[src/rtl/mrm_pkg.sv]
// ----------------------------------------------------------------------------
// mrm_pkg
// Shared types, constants and helpers of the Modbus register map block.
// ----------------------------------------------------------------------------
package mrm_pkg;

    // field widths
    localparam int ADDR_W    = 16;
    localparam int DATA_W    = 16;
    localparam int COUNT_W   = 11;
    localparam int OP_W      = 2;
    localparam int WIN_W     = 3;
    localparam int BIT_W     = 8;
    localparam int REG_W     = 16;
    localparam int NUM_WIN   = 4;
    localparam int CMP_W     = ADDR_W + 1;

    // default table depth per window
    localparam int DEF_WINDOW_DEPTH = 1024;

    // apb port
    localparam int PADDR_W = 5;
    localparam int PDATA_W = 32;

    // command queue
    localparam int QUEUE_DEPTH = 2;
    localparam int QPTR_W      = $clog2(QUEUE_DEPTH);
    localparam int QLVL_W      = $clog2(QUEUE_DEPTH + 1);

    // register indexes
    localparam logic [2:0] REG_COIL_START     = 3'd0;
    localparam logic [2:0] REG_COIL_COUNT     = 3'd1;
    localparam logic [2:0] REG_DISCRETE_START = 3'd2;
    localparam logic [2:0] REG_DISCRETE_COUNT = 3'd3;
    localparam logic [2:0] REG_INREG_START    = 3'd4;
    localparam logic [2:0] REG_INREG_COUNT    = 3'd5;
    localparam logic [2:0] REG_HOLDING_START  = 3'd6;
    localparam logic [2:0] REG_HOLDING_COUNT  = 3'd7;

    // window slots in the configuration array
    localparam int SLOT_COIL     = 0;
    localparam int SLOT_DISCRETE = 1;
    localparam int SLOT_INREG    = 2;
    localparam int SLOT_HOLDING  = 3;

    typedef enum logic [OP_W-1:0] {
        OP_WRITE = 2'd0,
        OP_READ  = 2'd1,
        OP_QUERY = 2'd2,
        OP_CLEAR = 2'd3
    } t_op;

    typedef enum logic [WIN_W-1:0] {
        WIN_NONE     = 3'd0,
        WIN_COIL     = 3'd1,
        WIN_DISCRETE = 3'd2,
        WIN_INREG    = 3'd3,
        WIN_HOLDING  = 3'd4
    } t_win;

    typedef enum logic [1:0] {
        BK_INIT,
        BK_RUN,
        BK_WAIT,
        BK_CLEAR
    } t_back_state;

    typedef struct packed {
        logic [OP_W-1:0]   operation;
        logic [ADDR_W-1:0] address;
        logic [DATA_W-1:0] write_value;
    } t_in_item;

    typedef struct packed {
        logic [DATA_W-1:0] read_value;
        logic [WIN_W-1:0]  window_hit;
        logic              was_updated;
    } t_out_item;

    typedef struct packed {
        logic [ADDR_W-1:0]  start;
        logic [COUNT_W-1:0] count;
    } t_win_cfg;

    typedef t_win_cfg [NUM_WIN-1:0] t_map_cfg;

    // classified transaction handed from front to back
    typedef struct packed {
        t_op               op;
        t_win              win;
        logic [ADDR_W-1:0] off;
        logic [DATA_W-1:0] val;
    } t_cmd;

    // one-hot table select of a window code
    function automatic logic [NUM_WIN-1:0] win_onehot(input t_win win);
        logic [NUM_WIN-1:0] sel;
        sel = '0;
        case (win)
            WIN_COIL:     sel[SLOT_COIL]     = 1'b1;
            WIN_DISCRETE: sel[SLOT_DISCRETE] = 1'b1;
            WIN_INREG:    sel[SLOT_INREG]    = 1'b1;
            WIN_HOLDING:  sel[SLOT_HOLDING]  = 1'b1;
            default:      sel = '0;
        endcase
        return sel;
    endfunction

endpackage

[src/rtl/mrm_front.sv]
// ----------------------------------------------------------------------------
// mrm_front
// Accepts transactions and decodes the address against the four windows.
// ----------------------------------------------------------------------------
module mrm_front
    import mrm_pkg::*;
#(
    parameter int WINDOW_DEPTH = DEF_WINDOW_DEPTH
) (
    input  logic     i_in_valid,
    input  t_in_item i_in_data,
    input  t_map_cfg i_cfg,
    input  logic     i_q_full,
    output logic     o_in_stall,
    output logic     o_push,
    output t_cmd     o_cmd
);

    localparam logic [CMP_W-1:0] DEPTH_LIM = CMP_W'(WINDOW_DEPTH);

    logic [ADDR_W-1:0]  diff [NUM_WIN];
    logic [NUM_WIN-1:0] hit;
    logic [CMP_W-1:0]   lim  [NUM_WIN];

    // per-window range check, count saturated to the table depth
    always_comb begin
        for (int k = 0; k < NUM_WIN; k++) begin
            diff[k] = i_in_data.address - i_cfg[k].start;
            lim[k]  = (CMP_W'(i_cfg[k].count) > DEPTH_LIM) ? DEPTH_LIM
                                                            : CMP_W'(i_cfg[k].count);
            hit[k]  = (i_in_data.address >= i_cfg[k].start) &&
                      ({1'b0, diff[k]} < lim[k]);
        end
    end

    // first matching window wins
    always_comb begin
        o_cmd.op  = t_op'(i_in_data.operation);
        o_cmd.val = i_in_data.write_value;
        o_cmd.win = WIN_NONE;
        o_cmd.off = '0;
        for (int k = NUM_WIN - 1; k >= 0; k--) begin
            if (hit[k]) begin
                o_cmd.win = t_win'(WIN_W'(k + 1));
                o_cmd.off = diff[k];
            end
        end
    end

    assign o_in_stall = i_q_full;
    assign o_push     = i_in_valid && !i_q_full;

endmodule

[config.mk]
export PLATFORM = sky130hd
export DESIGN_NAME = mrm_front
export DESIGN_NICKNAME = d
export VERILOG_FILES = /design/src/rtl/mrm_pkg.sv /design/src/rtl/mrm_front.sv
export SDC_FILE = /design/constraint.sdc
export NUM_CORES = 1
export LEC_CHECK = 0
export BUFFER_PORTS_ARGS = -buffer_cell sky130_fd_sc_hd__buf_2
export CAP_MARGIN = 30
export CELL_PAD_IN_SITES_DETAIL_PLACEMENT = 0
export CELL_PAD_IN_SITES_GLOBAL_PLACEMENT = 2
export CORE_MARGIN = 4
export CORE_UTILIZATION = 28
export DETAILED_ROUTE_END_ITERATION = 8
export PLACE_DENSITY = 0.84
export REMOVE_ABC_BUFFERS = 1
export SETUP_SLACK_MARGIN = 0.15
export SYNTH_ARGS = -nofsm -noshare
export SYNTH_HDL_FRONTEND = slang
export SYNTH_SLANG_ARGS = --single-unit
[constraint.sdc]
create_clock -name vclk -period 6.91
set_clock_uncertainty 0.2 [all_clocks]
set_input_delay 1.0365 -clock vclk [all_inputs]
set_output_delay 1.0365 -clock vclk [all_outputs]
set_load 0.02 [all_outputs]
==> results.yml <==
sta:
  worst_pin_slew_ns: 0.609
  fin_crit_sh_pct: 94.3
  slew_headroom_pct: 58.9
  finalWorstPathRequiredPeriod_ns: 6.52
  tns_ns: 0
  finalSetupViolations: 0
  rsz0062_at_grt: "false"
  slew_viol_final: 0
  max_freq_ghz: 0.153
  hold_viol_final: 0
  setup_ws_ns: 0.390
finish:
  fillerInstances: 1956
  multi_input_area_um2: 4420
  fin_util_pct: 33.7
  nClkBuffers: 0
  drive_gt1_share_pct: 21.8
  n_sequential_cell: 0
  fin_nets: 1088
  regArea_um2: 0
  synthToLayoutAreaGrowth_pct: 18.0
  antennaDiodeCount: 0
detailed_routing:
  vias: 5465
  via_per_inst: 5.16
  drtAntennaViolNets: 0
  drtIter0Drc: 188
  routedWlPerCell_um: 16.7
  drt-pass1-iter-count: 5
  drt_wl_total_mm: 17.7
  drc: 0
floorplanning:
  core_area_um2: 17300
  die-area_um2: 19900
  fp.dieW_um: 141
  die_y_um: 141
  initial_utilization_pct: 28.6
  num_rows: 48
  ioPinCount: 183
placement:
  place_ws_ns: 0.108
  place_congestion: 0.856
  io_buffers: 142
  dpl.hpwl_mm: 15.8
global_route:
  grt_overflow: 0
  grt_pass1_wl_mm: 27.2
  grt_max_degree: 14
  track_usage_pct: 16.7
  antenna_found_initial: 0
  grt_pass1_vias: 5387
synthesis:
  seq_area_frac_synth_pct: 0
  synth.largest_area_cell: "ha_1"
  synth.top_cells.by_count: "ha_1 (104), inv_1 (83), nand2_1 (73)"
  syn_area_um2: 4940
  syn_area_per_cell_um2: 6.94
  synth_top_area_share_pct: 26.3
  synthTopCellsByArea: "ha_1 (26%), inv_1 (6.3%), nand2_1 (5.5%)"
  netlist_instances: 713
  yosys_warnings: 0
  synth.most_common_cell: "ha_1"
  synth_cell_type_count: 70
critical_path:
  path_max_fanout: 12
  critPathLaunchType: "primary input"
  worstSetupPathType: "in -> out"
  crit_arrival_ns: 5.28
  critical_path.endpoint_type: "output pin"
  startpoint: "i_in_data[16]"
  critPathRequiredTime_ns: 5.67
pwr:
  p_leak_nw: 2.99
  ir_drop_mv: 0.0307
  power_density_nw_per_um2: 96.2
  p_total_mw: 0.561
outcome:
  outcome: "finished, final reports clean"
hold_path:
  hold_path.class: "in -> out"
  worstHoldStart: "i_in_data[33]"
cts:
  hold_buffers: 0
run:
  cap_violations: 0
[routing by layer]
layer	share of wire (%)	track usage, %	vias up
met5	0	0	-
met4	0.89	1.07	0
met3	5.1	1.59	12
met2	49	31.0	154
met1	45	21.7	2496
li1	-	-	2803
[power by group]
| group | total, mW | internal, mW | switching, mW |
|---|---|---|---|
| Combinational | 0.561 | 0.239 | 0.322 |
| Sequential | 0 | 0 | 0 |
| Clock | 0 | 0 | 0 |
| Total | 0.561 | 0.239 | 0.322 |
[cell families (layout without fill, tap and decap cells)]
kind of cell	after synthesis	in the layout	synth area share (%)
and+or+nand+nor	219	219	21.5
adders and majority gates	108	108	27.9
buffers and inverters	124	241	12.1
AOI/OAI and AO/OA	214	214	29.8
xor gates and xnor gates	38	38	6.73
other	1	5	0.0758
muxes	9	9	1.90
[what timing repair did]
action / CTS / global route
gates resized for setup: 2 / 12
pin swaps: 0 / 2
gates cloned: 0 / 0
endpoints found under the setup margin: 6 / 14
hold endpoints to repair: 0 / 0
buffers inserted: 0 / 0
[placed cells by master (no fill, tap or decap), types with 16 or more instances in the layout]
| cell type | instances |
|---|---|
| o21ai_0 | 29 |
| a211oi_1 | 16 |
| buf_2 | 142 |
| xnor2_1 | 24 |
| nand3_1 | 23 |
| nor2_1 | 52 |
| inv_1 | 82 |
| nand2_1 | 73 |
| ha_1 | 104 |
| a21oi_1 | 51 |
[final timing paths]
kind / to / slack, ns / cells past startpoint
max: o_cmd[20] / 0.39 / 21
min: o_cmd[36] / 1.87 / 0
[worst max-delay path: stages]
cell and delay, ns:
buf_2 0.10, inv_2 0.10, ha_1 0.18, inv_1 0.06, fa_1 0.40, a21o_1 0.22, a21oi_4 0.21, o21ai_0 0.17
a21o_1 0.21, a21oi_2 0.15, xnor2_1 0.10, ha_1 0.22, or4_4 0.54, a2111oi_2 0.28, mux2_1 0.17, and3_1 0.18
and2_4 0.18, buf_6 0.15, a211oi_1 0.05, a211oi_1 0.32, buf_2 0.23
[metrics by stage]
stage / cells / area (µm²) / hold slack (ns)
after CTS: 1059 / 5790 / 1.87
after global routing: 1059 / 5840 / 1.87
after floorplan: 679 / 4690 / 1.87
after detailed placement: 1059 / 5780 / 1.87
final: 1059 / 5840 / 1.87
after global placement: 1059 / 5780 / 1.87
[layout make-up]
class | instances | area share [%]
timing repair buffer | 155 | 13.9
tap | 225 | 4.82
inverter | 86 | 5.53
multi-input combinational | 593 | 75.7
Note: power is estimated with default switching activity, not from simulation.
