--- src/rtl/mrm_pkg.sv ---
// ----------------------------------------------------------------------------
// mrm_pkg
// Shared types, constants and helpers of the Modbus register map block.
// ----------------------------------------------------------------------------
package mrm_pkg;

    // field widths
    localparam int ADDR_W    = 16;
    localparam int DATA_W    = 16;
    localparam int COUNT_W   = 11;
    localparam int OP_W      = 2;
    localparam int WIN_W     = 3;
    localparam int BIT_W     = 8;
    localparam int REG_W     = 16;
    localparam int NUM_WIN   = 4;
    localparam int CMP_W     = ADDR_W + 1;

    // default table depth per window
    localparam int DEF_WINDOW_DEPTH = 1024;

    // apb port
    localparam int PADDR_W = 5;
    localparam int PDATA_W = 32;

    // command queue
    localparam int QUEUE_DEPTH = 2;
    localparam int QPTR_W      = $clog2(QUEUE_DEPTH);
    localparam int QLVL_W      = $clog2(QUEUE_DEPTH + 1);

    // register indexes
    localparam logic [2:0] REG_COIL_START     = 3'd0;
    localparam logic [2:0] REG_COIL_COUNT     = 3'd1;
    localparam logic [2:0] REG_DISCRETE_START = 3'd2;
    localparam logic [2:0] REG_DISCRETE_COUNT = 3'd3;
    localparam logic [2:0] REG_INREG_START    = 3'd4;
    localparam logic [2:0] REG_INREG_COUNT    = 3'd5;
    localparam logic [2:0] REG_HOLDING_START  = 3'd6;
    localparam logic [2:0] REG_HOLDING_COUNT  = 3'd7;

    // window slots in the configuration array
    localparam int SLOT_COIL     = 0;
    localparam int SLOT_DISCRETE = 1;
    localparam int SLOT_INREG    = 2;
    localparam int SLOT_HOLDING  = 3;

    typedef enum logic [OP_W-1:0] {
        OP_WRITE = 2'd0,
        OP_READ  = 2'd1,
        OP_QUERY = 2'd2,
        OP_CLEAR = 2'd3
    } t_op;

    typedef enum logic [WIN_W-1:0] {
        WIN_NONE     = 3'd0,
        WIN_COIL     = 3'd1,
        WIN_DISCRETE = 3'd2,
        WIN_INREG    = 3'd3,
        WIN_HOLDING  = 3'd4
    } t_win;

    typedef enum logic [1:0] {
        BK_INIT,
        BK_RUN,
        BK_WAIT,
        BK_CLEAR
    } t_back_state;

    typedef struct packed {
        logic [OP_W-1:0]   operation;
        logic [ADDR_W-1:0] address;
        logic [DATA_W-1:0] write_value;
    } t_in_item;

    typedef struct packed {
        logic [DATA_W-1:0] read_value;
        logic [WIN_W-1:0]  window_hit;
        logic              was_updated;
    } t_out_item;

    typedef struct packed {
        logic [ADDR_W-1:0]  start;
        logic [COUNT_W-1:0] count;
    } t_win_cfg;

    typedef t_win_cfg [NUM_WIN-1:0] t_map_cfg;

    // classified transaction handed from front to back
    typedef struct packed {
        t_op               op;
        t_win              win;
        logic [ADDR_W-1:0] off;
        logic [DATA_W-1:0] val;
    } t_cmd;

    // one-hot table select of a window code
    function automatic logic [NUM_WIN-1:0] win_onehot(input t_win win);
        logic [NUM_WIN-1:0] sel;
        sel = '0;
        case (win)
            WIN_COIL:     sel[SLOT_COIL]     = 1'b1;
            WIN_DISCRETE: sel[SLOT_DISCRETE] = 1'b1;
            WIN_INREG:    sel[SLOT_INREG]    = 1'b1;
            WIN_HOLDING:  sel[SLOT_HOLDING]  = 1'b1;
            default:      sel = '0;
        endcase
        return sel;
    endfunction

endpackage

--- src/rtl/mrm_queue.sv ---
// ----------------------------------------------------------------------------
// mrm_queue
// Short command queue between the decode front and the execution back.
// ----------------------------------------------------------------------------
module mrm_queue
    import mrm_pkg::*;
(
    input  logic i_clk,
    input  logic i_rst_n,
    input  logic i_push,
    input  t_cmd i_cmd,
    input  logic i_pop,
    output logic o_full,
    output logic o_valid,
    output t_cmd o_cmd
);

    t_cmd              r_mem [QUEUE_DEPTH];
    logic [QPTR_W-1:0] r_wptr, n_wptr;
    logic [QPTR_W-1:0] r_rptr, n_rptr;
    logic [QLVL_W-1:0] r_level, n_level;

    // pointer and level update
    always_comb begin
        n_wptr  = r_wptr;
        n_rptr  = r_rptr;
        n_level = r_level;
        if (i_push) begin
            n_wptr = r_wptr + 1'b1;
        end
        if (i_pop) begin
            n_rptr = r_rptr + 1'b1;
        end
        if (i_push && !i_pop) begin
            n_level = r_level + 1'b1;
        end else if (!i_push && i_pop) begin
            n_level = r_level - 1'b1;
        end
    end

    always_ff @(posedge i_clk) begin
        if (!i_rst_n) begin
            r_wptr  <= '0;
            r_rptr  <= '0;
            r_level <= '0;
        end else begin
            r_wptr  <= n_wptr;
            r_rptr  <= n_rptr;
            r_level <= n_level;
        end
    end

    // storage
    always_ff @(posedge i_clk) begin
        if (i_push) begin
            r_mem[r_wptr] <= i_cmd;
        end
    end

    assign o_full  = (r_level == QLVL_W'(QUEUE_DEPTH));
    assign o_valid = (r_level != '0);
    assign o_cmd   = r_mem[r_rptr];

endmodule

--- config.mk ---
export PLATFORM = sky130hd
export DESIGN_NAME = mrm_queue
export DESIGN_NICKNAME = d
export VERILOG_FILES = /design/src/rtl/mrm_pkg.sv /design/src/rtl/mrm_queue.sv
export SDC_FILE = /design/constraint.sdc
export NUM_CORES = 1
export LEC_CHECK = 0
export ABC_AREA = 1
export BUFFER_PORTS_ARGS = -buffer_cell sky130_fd_sc_hd__buf_2
export CORE_UTILIZATION = 45
export CTS_CLUSTER_SIZE = 16
export DETAILED_ROUTE_END_ITERATION = 6
export PLACE_DENSITY = 0.7
export SLEW_MARGIN = 25
export SYNTH_ARGS = -nofsm -noshare
export SYNTH_HDL_FRONTEND = slang
export SYNTH_SLANG_ARGS = --single-unit
--- constraint.sdc ---
create_clock -name i_clk -period 4.05 [get_ports i_clk]
set_input_delay 0.2025 -clock i_clk [delete_from_list [all_inputs] [get_ports i_clk]]
set_output_delay 0.2025 -clock i_clk [all_outputs]
set_load 0.005 [all_outputs]
==> results.json <==
{
  "gp_congestion": 0.690,
  "synth-seq-cells": 79,
  "clk_path_buf_depth": 2,
  "drt_iter0_markers": 87,
  "syn2layout_area_growth_pct": 20.1,
  "min_period_over_period_pct": 46.0,
  "leakage_nw": 1.49,
  "cts-root-buf": "clkbuf_8",
  "wl_per_cell_microns": 14.8,
  "finalHoldViolations": 0,
  "cap_violations": 0,
  "setup_tns_ns": 0,
  "cts_tree": "built",
  "synth_most_common_cell": "edfxtp_1",
  "rows": 29,
  "finalClockSkew_ns": 0.00479,
  "arrival_ns": 1.66,
  "viasPerCell": 4.90,
  "routed_wl_mm": 4.74,
  "fin_nets": 280,
  "status": "complete, but fails checks",
  "cp_max_fo": 37,
  "drt_first_pass_iters": 7,
  "gr-usage-met3_pct": 4.33,
  "syn_inst": 150,
  "total_power_mw": 1.58,
  "slew_viol_final": 0,
  "setup_viol": 0,
  "via_count": 1564,
  "grt_max_degree": 38,
  "tightest_slew_ns": 0.676,
  "grt_overflow": 0,
  "fillers": 521,
  "max_clock_freq_ghz": 0.537,
  "grtUsageTotal_pct": 14.9,
  "synth.avg_cell_area_sq_um": 20.3,
  "path_clk_slew_ns": 0.07,
  "antenna_found_initial": 0,
  "power-per-cell-area_nw_per_um2": 432,
  "required_ns": 3.85,
  "postCtsSetupBuffers": 0,
  "final.min_clock_period_ns": 1.86,
  "violations": "DRC",
  "drive_gt1_share_pct": 53.7,
  "ys_seq_area_share_pct": 76.1,
  "irDropWorstVdd_v": 0.000211,
  "die_y_microns": 84.3,
  "hold_class": "in -> reg",
  "path_class": "reg -> out",
  "start_util_pct": 47.2,
  "grtUsageMet1_pct": 17.0,
  "die_w_microns": 84.3,
  "dieArea_sq_um": 7110,
  "use_met2_pct": 25.5,
  "ys_warn_count": 0,
  "yosysTopAreaCellShare_pct": 72.8,
  "grt_pass1_vias": 1628,
  "yosys-top-cells-count": "74 x edfxtp_1, 30 x mux2_4, 9 x nand2_1",
  "cp-end-kind": "output port",
  "ant_nets": 0,
  "post-dp-hpwl_mm": 3.16,
  "ys.flop_type": "edfxtp_1",
  "cts.sinks": 79,
  "max_slew_margin_pct": 54.9,
  "core_area_sq_um": 6460,
  "ctsResizeCount": 0,
  "async_flop_share_pct": 0,
  "busiest_layer": "met2",
  "synth_area_leaders": "edfxtp_1 73%, mux2_4 15%, dfxtp_1 3.3%, mux2_2 2.6%, buf_12 2.0%",
  "grt_pass1_wl_mm": 7.76,
  "diodes": 0,
  "io_pins": 80,
  "port_buffers": 79,
  "drt_drc_violations_left": 5,
  "cts-buffers-inserted": 9,
  "synth-edff-count": 74,
  "syn_area_sq_um": 3050,
  "hold_buffers": 0,
  "synth_cell_types": 14,
  "htree_levels": 3,
  "clock_latency_ns": 0.33,
  "worst_setup_path_start_kind": "register",
  "rsz0062_at_grt": "false",
  "yosysTopAreaCell": "edfxtp_1",
  "synth_nets": 192
}
[flip-flops by register name, indices dropped and copies added (netlist names), named ones only]
name,count
r_mem,74
r_level,2
r_rptr,1
r_wptr,1
[final timing paths]
check / start / end / slack [ns] / cells after the start
setup / recovery: register / o_cmd[26] / 2.19 / 2
hold / removal: i_cmd[34] / r_mem[0][34]$_DFFE_PP_ / 0.06 / 1
setup reg to reg: r_wptr$_SDFFE_PN0P_ / r_mem[1][0]$_DFFE_PP_ / 2.33 / 3
hold reg to reg: r_rptr$_SDFFE_PN0P_ / r_rptr$_SDFFE_PN0P_ / 0.53 / 2
[layer usage]
| metal | vias to the layer above | share of wire (%) |
|---|---|---|
| li1 | 740 | - |
| met5 | - | 0 |
| met4 | 0 | 2.2 |
| met2 | 52 | 51 |
| met1 | 762 | 41 |
| met3 | 10 | 5.7 |
[report_power, final]
group / switching, mW / internal (mW) / total, mW
Combinational: 0.0646 / 0.0954 / 0.160
Sequential: 0.0258 / 0.942 / 0.968
Clock: 0.240 / 0.217 / 0.457
[critical path, stage by stage (launching register included)]
cell     delay [ns]
dfxtp_4        0.79
mux2_2         0.40
buf_2          0.12
[metrics by stage]
stage               hold slack (ns)  instance area, sq um  setup WS [ns]  std cells  utilization (%)
finish                       0.0585                  3660           2.19        319             56.7
global placement              0.390                  3490           2.15        303             54.0
global route                 0.0382                  3660           2.09        319             56.7
CTS                          0.0382                  3660           2.15        319             56.7
floorplan                     0.301                  3050           1.74        150                -
detailed placement            0.394                  3520           2.25        304             54.5
[logic make-up after synthesis]
kind of cell	after synthesis	share of synthesized area, %
AOI/OAI and AO/OA	2	0.328
adders and majority gates	1	0.410
buffers and inverters	12	3.32
DFF	79	76.1
muxes	37	17.4
and+or+nand+nor	19	2.46
[placed cells by master (no fill, tap or decap), drive strengths merged]
cell | Yosys | final
nand4 | 1 | 1
a21oi | 1 | 1
clkinv | 0 | 2
o21ai | 1 | 1
edfxtp | 74 | 74
clkbuf | 0 | 13
inv | 8 | 8
dfxtp | 5 | 5
nand3 | 1 | 1
buf | 4 | 81
mux2 | 37 | 37
nor2 | 8 | 8
nand2 | 9 | 9
ha | 1 | 1
[area by class of cell]
class / instances / area (sq um) / share of cell area (%)
Tap cell: 77 / 96.3 / 2.63
Clock inverter: 2 / 8.76 / 0.239
Inverter: 8 / 30.0 / 0.819
Timing Repair Buffer: 81 / 430 / 11.7
Multi-Input combinational cell: 59 / 634 / 17.3
Sequential cell: 79 / 2330 / 63.5
Clock buffer: 13 / 139 / 3.79
Power figures use the tool's default switching activity.
